<file path="src/hw/rtl/load_cell_tare_and_scale_defines.svh">
// Assertion macros for the load cell tare and scale RTL.
`ifndef LOAD_CELL_TARE_AND_SCALE_DEFINES_SVH
`define LOAD_CELL_TARE_AND_SCALE_DEFINES_SVH

// Checked on every clock edge outside reset; expects clk and arst_n in scope.
`define LCTS_ASSERT(lbl, prop, msg) \
	lbl: assert property (@(posedge clk) disable iff (!arst_n) prop) else $error(msg);

// Checked on every clock edge, reset included; expects clk in scope.
`define LCTS_ASSERT_ALWAYS(lbl, prop, msg) \
	lbl: assert property (@(posedge clk) prop) else $error(msg);

`endif

</file>
<file path="src/hw/rtl/lcts_pkg.sv">
// Shared widths, codes and pipeline types of the load cell tare and scale block.
`default_nettype none

package lcts_pkg;

	localparam int RAW_W            = 24;
	localparam int WT_W             = 32;
	localparam int UPC_W            = 32;
	localparam int FRAC_SHIFT       = 16;
	localparam int DEF_TARE_SAMPLES = 16;

	localparam logic [UPC_W-1:0] UPC_RESET = 32'h0100_0000;

	typedef enum logic {
		OP_SAMPLE  = 1'b0,
		OP_RESTART = 1'b1
	} op_t;

	// One sample moving down the pipeline.
	typedef struct packed {
		logic                    vld;
		logic                    done;
		logic                    neg;
		logic                    tared;
		logic signed [RAW_W-1:0] raw;
	} item_t;

endpackage

`default_nettype wire

</file>
<file path="src/hw/rtl/lcts_tare.sv">
// Tare accumulator: sample count, running sum and tare flag, plus the first stage.
`default_nettype none

`include "load_cell_tare_and_scale_defines.svh"

module lcts_tare #(
	parameter int TARE_SAMPLES = lcts_pkg::DEF_TARE_SAMPLES,
	localparam int SUM_W = lcts_pkg::RAW_W + $clog2(TARE_SAMPLES)
) (
	input  wire logic                           clk,
	input  wire logic                           arst_n,
	input  wire logic                           adv,
	input  wire logic                           accept,
	input  wire logic                           operation,
	input  wire logic signed [lcts_pkg::RAW_W-1:0] raw_sample,
	output lcts_pkg::item_t                     item_s1,
	output logic [SUM_W-1:0]                    sum_mag_s1
);
	import lcts_pkg::*;

	localparam int CNT_W = $clog2(TARE_SAMPLES);
	localparam logic [CNT_W-1:0] CNT_LAST = CNT_W'(TARE_SAMPLES - 1);

	logic [CNT_W-1:0]        count_q;
	logic signed [SUM_W-1:0] sum_q;
	logic signed [SUM_W-1:0] sum_nxt;
	logic                    tared_q;
	logic                    is_sample;
	logic                    is_restart;
	logic                    block_end;

	assign is_sample  = accept && (operation == OP_SAMPLE);
	assign is_restart = accept && (operation == OP_RESTART);
	assign sum_nxt    = sum_q + SUM_W'(raw_sample);
	assign block_end  = is_sample && !tared_q && (count_q == CNT_LAST);

	always_ff @(posedge clk or negedge arst_n) begin
		if (!arst_n) begin
			count_q <= '0;
			sum_q   <= '0;
			tared_q <= 1'b0;
		end else if (is_restart) begin
			// keep a partial block; only the flag drops
			tared_q <= 1'b0;
		end else if (is_sample && !tared_q) begin
			if (block_end) begin
				count_q <= '0;
				sum_q   <= '0;
				tared_q <= 1'b1;
			end else begin
				count_q <= count_q + 1'b1;
				sum_q   <= sum_nxt;
			end
		end
	end

	always_ff @(posedge clk or negedge arst_n) begin
		if (!arst_n) begin
			item_s1 <= '0;
		end else if (adv) begin
			item_s1.vld   <= is_sample;
			item_s1.done  <= block_end;
			item_s1.neg   <= sum_nxt[SUM_W-1];
			item_s1.tared <= block_end || tared_q;
			item_s1.raw   <= raw_sample;
		end
	end

	always_ff @(posedge clk) begin
		if (adv) begin
			sum_mag_s1 <= sum_nxt[SUM_W-1] ? SUM_W'(-sum_nxt) : SUM_W'(sum_nxt);
		end
	end

	`LCTS_ASSERT_ALWAYS(a_tared_idle_acc, tared_q |-> (count_q == '0 && sum_q == '0), "accumulator not clear while tared")
	`LCTS_ASSERT(a_done_is_tared, (item_s1.vld && item_s1.done) |-> item_s1.tared, "block end without tare flag")
	`LCTS_ASSERT(a_flag_drop, $fell(tared_q) |-> $past(is_restart), "tare flag dropped without restart")

endmodule

`default_nettype wire

</file>
<file path="src/hw/rtl/lcts_avg.sv">
// Block average: divide the sum by the block size and hold the zero offset.
`default_nettype none

module lcts_avg #(
	parameter int TARE_SAMPLES = lcts_pkg::DEF_TARE_SAMPLES,
	localparam int SUM_W = lcts_pkg::RAW_W + $clog2(TARE_SAMPLES)
) (
	input  wire logic                               clk,
	input  wire logic                               arst_n,
	input  wire logic                               adv,
	input  wire lcts_pkg::item_t                    item_s1,
	input  wire logic [SUM_W-1:0]                   sum_mag_s1,
	output lcts_pkg::item_t                         item_s3,
	output logic signed [lcts_pkg::RAW_W-1:0]       offset
);
	import lcts_pkg::*;

	// floor(2^SUM_W / N) undershoots the quotient by at most one
	localparam logic [SUM_W-1:0] RECIP =
		SUM_W'((longint'(1) << SUM_W) / TARE_SAMPLES);
	localparam logic [SUM_W:0] DIVISOR = (SUM_W + 1)'(TARE_SAMPLES);

	item_t                   item_s2;
	logic [SUM_W-1:0]        sum_mag_s2;
	logic [SUM_W-1:0]        q_est_s2;
	logic [2*SUM_W-1:0]      prod;
	logic [SUM_W:0]          q_times_n;
	logic [SUM_W:0]          rem;
	logic [SUM_W-1:0]        q_fix;
	logic [RAW_W-1:0]        off_mag;
	logic signed [RAW_W-1:0] off_nxt;
	logic signed [RAW_W-1:0] offset_q;

	assign prod = (2 * SUM_W)'(sum_mag_s1) * (2 * SUM_W)'(RECIP);

	always_ff @(posedge clk or negedge arst_n) begin
		if (!arst_n) begin
			item_s2 <= '0;
			item_s3 <= '0;
		end else if (adv) begin
			item_s2 <= item_s1;
			item_s3 <= item_s2;
		end
	end

	always_ff @(posedge clk) begin
		if (adv) begin
			sum_mag_s2 <= sum_mag_s1;
			q_est_s2   <= prod[2*SUM_W-1:SUM_W];
		end
	end

	// one correction step brings the estimate to the floor
	assign q_times_n = {1'b0, q_est_s2} * DIVISOR;
	assign rem       = {1'b0, sum_mag_s2} - q_times_n;
	assign q_fix     = (rem >= DIVISOR) ? q_est_s2 + 1'b1 : q_est_s2;
	assign off_mag   = q_fix[RAW_W-1:0];
	assign off_nxt   = item_s2.neg ? -$signed(off_mag) : $signed(off_mag);

	always_ff @(posedge clk or negedge arst_n) begin
		if (!arst_n) begin
			offset_q <= '0;
		end else if (adv && item_s2.vld && item_s2.done) begin
			offset_q <= off_nxt;
		end
	end

	assign offset = offset_q;

endmodule

`default_nettype wire

</file>
<file path="src/hw/rtl/lcts_scale.sv">
// Scaling: offset subtract, multiply by units per count, round, saturate, result register.
`default_nettype none

module lcts_scale (
	input  wire logic                               clk,
	input  wire logic                               arst_n,
	input  wire logic                               adv,
	input  wire lcts_pkg::item_t                    item_s3,
	input  wire logic signed [lcts_pkg::RAW_W-1:0]  offset,
	input  wire logic [lcts_pkg::UPC_W-1:0]         upc,
	output logic                                    result_valid,
	output logic signed [lcts_pkg::RAW_W-1:0]       raw_value,
	output logic                                    is_tared,
	output logic signed [lcts_pkg::WT_W-1:0]        weight_units
);
	import lcts_pkg::*;

	localparam int DIFF_W = RAW_W + 1;
	localparam int PROD_W = DIFF_W + UPC_W;
	localparam int RND_W  = PROD_W + 1;
	localparam int Q_W    = RND_W - FRAC_SHIFT;

	localparam logic [Q_W-1:0]  POS_LIMIT = Q_W'((longint'(1) << (WT_W - 1)) - 1);
	localparam logic [Q_W-1:0]  NEG_LIMIT = Q_W'(longint'(1) << (WT_W - 1));
	localparam logic [RND_W-1:0] HALF     = RND_W'(longint'(1) << (FRAC_SHIFT - 1));
	localparam logic [WT_W-1:0] WT_MAX    = {1'b0, {(WT_W - 1){1'b1}}};
	localparam logic [WT_W-1:0] WT_MIN    = {1'b1, {(WT_W - 1){1'b0}}};

	item_t                    item_s4;
	item_t                    item_s5;
	logic                     neg_s4;
	logic                     neg_s5;
	logic [DIFF_W-1:0]        mag_s4;
	logic [PROD_W-1:0]        prod_s5;
	logic signed [DIFF_W-1:0] diff;
	logic [RND_W-1:0]         rnd;
	logic [Q_W-1:0]           q;
	logic [WT_W-1:0]          wt_nxt;
	logic                     result_valid_q;

	assign diff = DIFF_W'(item_s3.raw) - DIFF_W'(offset);

	always_ff @(posedge clk or negedge arst_n) begin
		if (!arst_n) begin
			item_s4        <= '0;
			item_s5        <= '0;
			result_valid_q <= 1'b0;
		end else if (adv) begin
			item_s4        <= item_s3;
			item_s5        <= item_s4;
			result_valid_q <= item_s5.vld;
		end
	end

	always_ff @(posedge clk) begin
		if (adv) begin
			neg_s4  <= diff[DIFF_W-1];
			mag_s4  <= diff[DIFF_W-1] ? DIFF_W'(-diff) : DIFF_W'(diff);
			neg_s5  <= neg_s4;
			prod_s5 <= PROD_W'(mag_s4) * PROD_W'(upc);
		end
	end

	// round half away from zero on the magnitude, then sign and clamp
	assign rnd = RND_W'(prod_s5) + HALF;
	assign q   = rnd[RND_W-1:FRAC_SHIFT];

	always_comb begin
		if (neg_s5) begin
			wt_nxt = (q > NEG_LIMIT) ? WT_MIN : WT_W'(-q);
		end else begin
			wt_nxt = (q > POS_LIMIT) ? WT_MAX : q[WT_W-1:0];
		end
	end

	always_ff @(posedge clk) begin
		if (adv) begin
			raw_value    <= item_s5.raw;
			is_tared     <= item_s5.tared;
			weight_units <= $signed(wt_nxt);
		end
	end

	assign result_valid = result_valid_q;

endmodule

`default_nettype wire

</file>
<file path="src/hw/rtl/load_cell_tare_and_scale.sv">
// Load cell tare averaging and calibrated weight scaling, top level.
//
// Input channel: sample_valid / sample_stall with operation and raw_sample.
// An item is taken on a clock edge with sample_valid high and sample_stall
// low. A sample item yields one result; a restart item clears the tare flag
// and yields nothing.
// Output channel: result_valid / result_stall with raw_value, is_tared and
// weight_units (signed Q23.8, clamped at the 32-bit limits).
// Throughput is one item per cycle while result_stall does not hold the
// pipeline: the tare sum is registered in the first stage, the block average
// goes through a reciprocal multiply and correction over two stages, and the
// weight through subtract, multiply and round over three more.
// While result_valid is high and result_stall is high the whole pipeline
// holds and sample_stall rises; the waiting result stays unchanged.
// cfg_wr_en / cfg_wr_data write units_per_count (unsigned Q8.24); write it
// only while the pipeline is empty.
// After reset: not tared, offset zero, units_per_count 1.0, no result pending.
`default_nettype none

module load_cell_tare_and_scale #(
	parameter int TARE_SAMPLES = lcts_pkg::DEF_TARE_SAMPLES
) (
	input  wire logic                               clk,
	input  wire logic                               arst_n,
	input  wire logic                               sample_valid,
	output logic                                    sample_stall,
	input  wire logic                               operation,
	input  wire logic signed [lcts_pkg::RAW_W-1:0]  raw_sample,
	output logic                                    result_valid,
	input  wire logic                               result_stall,
	output logic signed [lcts_pkg::RAW_W-1:0]       raw_value,
	output logic                                    is_tared,
	output logic signed [lcts_pkg::WT_W-1:0]        weight_units,
	input  wire logic                               cfg_wr_en,
	input  wire logic [lcts_pkg::UPC_W-1:0]         cfg_wr_data
);
	import lcts_pkg::*;

	localparam int SUM_W = RAW_W + $clog2(TARE_SAMPLES);

	logic                    adv;
	logic                    accept;
	logic [UPC_W-1:0]        upc_q;
	item_t                   item_s1;
	item_t                   item_s3;
	logic [SUM_W-1:0]        sum_mag_s1;
	logic signed [RAW_W-1:0] offset;

	// advance everything unless the result register is full and held
	assign adv          = !(result_valid && result_stall);
	assign sample_stall = !adv;
	assign accept       = sample_valid && adv;

	always_ff @(posedge clk or negedge arst_n) begin
		if (!arst_n) begin
			upc_q <= UPC_RESET;
		end else if (cfg_wr_en) begin
			upc_q <= cfg_wr_data;
		end
	end

	lcts_tare #(
		.TARE_SAMPLES (TARE_SAMPLES)
	) u_tare (
		.clk        (clk),
		.arst_n     (arst_n),
		.adv        (adv),
		.accept     (accept),
		.operation  (operation),
		.raw_sample (raw_sample),
		.item_s1    (item_s1),
		.sum_mag_s1 (sum_mag_s1)
	);

	lcts_avg #(
		.TARE_SAMPLES (TARE_SAMPLES)
	) u_avg (
		.clk        (clk),
		.arst_n     (arst_n),
		.adv        (adv),
		.item_s1    (item_s1),
		.sum_mag_s1 (sum_mag_s1),
		.item_s3    (item_s3),
		.offset     (offset)
	);

	lcts_scale u_scale (
		.clk          (clk),
		.arst_n       (arst_n),
		.adv          (adv),
		.item_s3      (item_s3),
		.offset       (offset),
		.upc          (upc_q),
		.result_valid (result_valid),
		.raw_value    (raw_value),
		.is_tared     (is_tared),
		.weight_units (weight_units)
	);

endmodule

`default_nettype wire
</file>
<file path="config.mk">
export PLATFORM = sky130hd
export DESIGN_NAME = load_cell_tare_and_scale
export DESIGN_NICKNAME = d
export VERILOG_FILES = /design/src/hw/rtl/lcts_pkg.sv /design/src/hw/rtl/lcts_tare.sv /design/src/hw/rtl/lcts_avg.sv /design/src/hw/rtl/lcts_scale.sv /design/src/hw/rtl/load_cell_tare_and_scale.sv
export VERILOG_INCLUDE_DIRS = /design/src /design/src/hw/rtl
export SDC_FILE = /design/constraint.sdc
export NUM_CORES = 2
export LEC_CHECK = 0
export BUFFER_PORTS_ARGS = -buffer_cell sky130_fd_sc_hd__buf_2
export CORE_UTILIZATION = 40
export DETAILED_ROUTE_END_ITERATION = 8
export PLACE_DENSITY = 0.68
export SYNTH_ARGS = -nofsm -noshare
export SYNTH_HDL_FRONTEND = slang
export SYNTH_SLANG_ARGS = --single-unit
</file>
<file path="constraint.sdc">
create_clock -name clk -period 7.95 [get_ports clk]
set_clock_uncertainty 0.15 [all_clocks]
set_input_delay 1.1925 -clock clk [delete_from_list [all_inputs] [get_ports clk]]
set_output_delay 1.1925 -clock clk [all_outputs]
set_load 0.05 [all_outputs]
</file>
* Yosys cells after proc, flatten, opt, wreduce, memory -nomap -nowiden *
Index checks and enable logic that the tools add are counted.

word-level totals
  output and inout port bits = 59
  word-level logic and storage cells = 81
  input bits = 62
  bits in registers = 445

cells by class
  multipliers = 1
  magnitude comparators = 3
  $add $sub $neg = 10
  muxes and demuxes = 12
  reductions and logical operators = 15
  bitwise logic cells = 2
  equal/unequal tests = 1

operators with widths
  cell                    count
  $mux 32                 3
  $mux 24                 3
  $add 57x16->58 const B  1
  $mul 25x32->57          1
  $gt 42x31->1 const B    1
  $gt 42x32->1 const B    1
  $neg 32->32             1
  $ge 29x5->1 const B     1
  $sub 28x28->29          1
  $add 28x24->28          1
  $mux 28                 1
  $neg 28->28             1
  $mux 27                 1
  $neg 25->25             1
  $sub 24x24->25          1
  $add 24x1->24 const B   1
  $neg 24->24             1
  $logic_and 1x1->1       8
  $add 4x1->4 const B     1
  $eq 4x4->1 const B      1
  $mux 4                  1
  $reduce_and 2->1        2
  $reduce_bool 2->1       2
  $mux 1                  3
  other kinds (3)         5

* Longest topological paths before layout *
  depth after elaboration = 9
  depth in mapped cells = 26
  depth with buffers taken out = 25

* Cells and area by module *
Synthesis repeated with hierarchy kept, for this count alone.

unflattened totals
  cells, all modules = 4595
  area total of the unflattened synthesis = 46056.7 µm²

by module, submodules not included
  module                    times used  cells each  area an instance (µm²)
  lcts_scale                1           3685        34976.0
  lcts_tare                 1           548         5586.6
  lcts_avg                  1           291         4130.2
  load_cell_tare_and_scale  1           71          1363.8

* Worst setup path before layout *
No wires, ideal clock.

  path kind = input to register
  start = input result_stall
  end = register u_avg.item_s2[25] in the netlist's numbering
  setup slack = 367 ps
  path buffers = 2
  data required time = 7709 ps
  cell stages on the path = 4
  arrival time = 7342 ps
  path through = nand2_1 > buf_1 > clkbuf_1 > mux2_2

between the ends
  word-level cells in the longest chain between the ends = 1

ends and longest elaborated chain
  element               RTL line                        text
  from (decl)           load_cell_tare_and_scale.sv:30  input wire logic result_stall,
  $logic_and 1x1->1     load_cell_tare_and_scale.sv:50  assign adv = !(result_valid && result_stall);
  to (signal assigned)  lcts_avg.sv:41                  item_s2 <= item_s1;
  to (decl)             lcts_avg.sv:23                  item_t item_s2;

No other way between the ends.
A chain may end at the register's enable or synchronous reset.

* Worst setup path in the final report *
  start = register upc_q[14]
  end = register u_scale.prod_s5[54], data pin

between the ends
  word-level cells in the longest chain between the ends = 1

ends and longest elaborated chain
  element                 RTL line                        text
  from (decl)             load_cell_tare_and_scale.sv:43  logic [UPC_W-1:0] upc_q;
  from (signal assigned)  load_cell_tare_and_scale.sv:58  upc_q <= cfg_wr_data;
  $mul 25x32->57          lcts_scale.sv:60                prod_s5 <= PROD_W'(mag_s4) * PROD_W'(upc);
  to (signal assigned)    lcts_scale.sv:60
  to (decl)               lcts_scale.sv:34                logic [PROD_W-1:0] prod_s5;

No other way between the ends.

==> impl_metrics.env <==
export IMPL_synth_top_area_share_pct=30.1
export IMPL_crit_fanout=11
export IMPL_grt_pass1_vias=33800
export IMPL_globalRouteMet1Util_pct=25.8
export IMPL_period_needed_ps=7740
export IMPL_drv_cap=0
export IMPL_outcome="completed"
export IMPL_worst_pin_slew_ps=1130
export IMPL_yosys_warnings=0
export IMPL_async_flop_share_pct=56.3
export IMPL_synth_area_um2=45700
export IMPL_synthFlopType="dfrtp_1"
export IMPL_wl_um=120000
export IMPL_synth_yosys_seq_area_share_pct=23.7
export IMPL_synth_xor_area_share_pct=3.29
export IMPL_grt_max_degree=169
export IMPL_wl_per_cell_um=19.2
export IMPL_initial_core_util_pct=40.5
export IMPL_grtUsageMet3_pct=3.30
export IMPL_clockRootBuffer="clkbuf_16"
export IMPL_syn_area_per_cell_um2=9.92
export IMPL_layout_commonest_cell="inv_1"
export IMPL_cp_slowest_cell="fa_1"
export IMPL_rows=123
export IMPL_yosys_area_share_simple_pct=15.7
export IMPL_antenna_found_initial=9
export IMPL_port_buffers=120
export IMPL_ios=121
export IMPL_clockBufferDepth=3
export IMPL_slew_violations=0
export IMPL_drtIter0Drc=2083
export IMPL_hold_path_class="reg2reg"
export IMPL_first_pass_iters=5
export IMPL_cp_arrival_ps=7980
export IMPL_path_clk_slew_ps=60
export IMPL_setup_worst_path_start_class="register"
export IMPL_path_cells="buf_4, buf_4, and2_1, fa_1, inv_1, fa_1, fa_1, inv_1, fa_1, fa_1, fa_1, inv_1, fa_1, inv_1, ha_1, and3_1, and3_1, a22oi_1, a31oi_1, or3_4, a2111oi_2, nor3_1"
export IMPL_gr_max_usage_layer="met2"
export IMPL_die_w_um=340
export IMPL_finalSetupViolCount=0
export IMPL_ys_ff_latch=398
export IMPL_htreeDepth=2
export IMPL_synth_nets=5601
export IMPL_synth_area_mux_share_pct=4.41
export IMPL_grt_setup_unrepaired="no"
export IMPL_synth_fa_ha_area_share_pct=36.9
export IMPL_end_kind="register"
export IMPL_postSynthCellCount=4605
export IMPL_setup_tns_ps=0
export IMPL_via_per_inst=5.28
export IMPL_grt_overflow=0
export IMPL_clock_sinks=398
export IMPL_core_area_um2=113000
export IMPL_cts_tree="done"
export IMPL_die_y_um=340
export IMPL_path_common_cell="fa_1"
export IMPL_fmax_mhz=129
export IMPL_hpwlAfterDp_um=94700
export IMPL_drc_errors=0
export IMPL_cpPeakStageDelay_ps=560
export IMPL_ys_types=93
export IMPL_gp_congestion=0.933
export IMPL_synth_edf_count=174
export IMPL_synth_top_family_by_area="adder cells"
export IMPL_synth_compound_area_share_pct=7.67
export IMPL_drive_above_1_share_pct=11.7
export IMPL_layout_common_cells="inv_1, fa_1, nand2_1"
export IMPL_clk_latency_ps=660
export IMPL_nets=5699
export IMPL_slew_headroom_pct=24.5
export IMPL_met2_usage_pct=36.4
export IMPL_area_growth_pct=10.2
export IMPL_vias=32900
export IMPL_yosys_top_cells_area="fa_1, dfrtp_1, edfxtp_1"
export IMPL_period_share_pct=97.4
export IMPL_antenna_left=0
export IMPL_cts_buffers_inserted=47
export IMPL_hold_viol_final=0
export IMPL_worstPathRequired_ps=8190
export IMPL_synth_top_cell_by_area="fa_1"
export IMPL_die_area_um2=116000
export IMPL_criticalPathCategory="reg2reg"
export IMPL_gr_usage_all_layers_pct=21.0
export IMPL_grt_pass1_wl_um=190000
[cell type report]
class,instances,area [um2]
fillers,10600,62500
multi-input cells,3196,31100
flip-flops and latches,398,10800
inverters,806,3030
repair buffers,254,1900
well taps,1500,1880
clock buffers,63,1270
clock inverters,25,363
diodes,2,5.00
[worst paths after layout]
path                                       startpoint  slack [ps]  depth (start not counted)                   end
worst max-delay path                        upc_q[14]         210                         22   u_scale.prod_s5[54]
worst min-delay path            u_tare.sum_mag_s1[10]         250                          0  u_avg.sum_mag_s2[10]
worst max register to register              upc_q[14]         210                         22   u_scale.prod_s5[54]
worst min register to register  u_tare.sum_mag_s1[10]         250                          0  u_avg.sum_mag_s2[10]
max in group asynchronous                      arst_n        5760                          2      u_avg.item_s2[1]
min in group asynchronous                      arst_n         460                          1             upc_q[23]
[per-stage QoR]
step	area, um2	setup WS, ps	utilization [%]	hold slack [ps]	instances
global placement	48600	175	43.1	254	6150
CTS	50300	27.3	44.6	253	6242
finish	50400	207	44.6	250	6244
detailed placement	48600	-80.4	43.1	255	6150
global route	50300	6.88	44.6	268	6242
floorplan	45700	367	-	250	4605
[Yosys cell counts, types with 5 or more instances]
cell type	count
a21oi_1	114
nand3_1	77
o2111ai_1	7
buf_2	5
ha_1	246
or2_2	8
a211o_1	10
nor3b_1	8
a211oi_1	13
a22o_1	17
or3_1	19
o21a_1	18
nor4_1	5
nor3_1	49
buf_1	6
a41oi_1	5
xor2_1	67
a31oi_1	17
o21bai_1	16
o21ai_0	122
mux2i_1	9
o211ai_1	21
a21boi_0	6
and2_1	430
nor2b_1	21
dfrtp_1	223
o22ai_1	12
fa_1	688
nand2_1	558
nor2_1	96
nand4_1	22
xnor2_1	103
and4_1	11
mux2_2	171
a21o_1	46
clkbuf_1	188
o41ai_1	7
a22oi_1	12
nand2b_1	18
a31o_2	6
o31ai_1	24
edfxtp_1	174
and3_1	31
inv_1	805
[layer usage]
metal | vias to the layer above | part of all wire, %
met4 | 16 | 4.7
met5 | - | 0.088
met2 | 1009 | 50
met3 | 323 | 5.7
met1 | 16700 | 39
li1 | 14900 | -
[worst max-delay path, delay by kind of cell (launching register included)]
family          cells  cell delay, ps
fa+ha+maj           8            4180
flops               1             530
buf+inv             6             680
compound gates      3             790
simple gates        5            1190
[sequential cells by signal (all words and copies together) (netlist names)]
register              flops
u_scale.item_s5          26
u_avg.item_s2            28
u_tare.item_s1           28
u_avg.item_s3            26
u_scale.raw_value        24
u_avg.offset             24
u_scale.item_s4          26
u_scale.is_tared          1
u_avg.sum_mag_s2         24
u_tare.tared_q            1
u_tare.sum_q             28
u_scale.mag_s4           25
u_scale.prod_s5          42
u_scale.neg_s5            1
upc_q                    32
u_tare.sum_mag_s1        24
u_scale.result_valid      1
u_tare.count_q            4
u_scale.neg_s4            1
u_scale.weight_units     32
[repair_timing]
item                       4_1_cts  5_1_grt
pin swaps                        0        1
hold buffers                     0        0
setup buffers                    4        0
resized for setup                1       10
hold endpoints to repair         0        0
setup endpoints to repair        1       10
[cell families after synthesis]
logic type / Yosys count
adder cells (fa/ha/maj): 934
multiplexers: 180
buffers and inverters: 1011
AO/OA/AOI/OAI: 523
XOR/XNOR: 171
AND/OR/NAND/NOR: 1388
flip-flops: 398
Power is not shown: default switching activity piles up to over one toggle a cycle in this logic, so the estimate is an artifact.
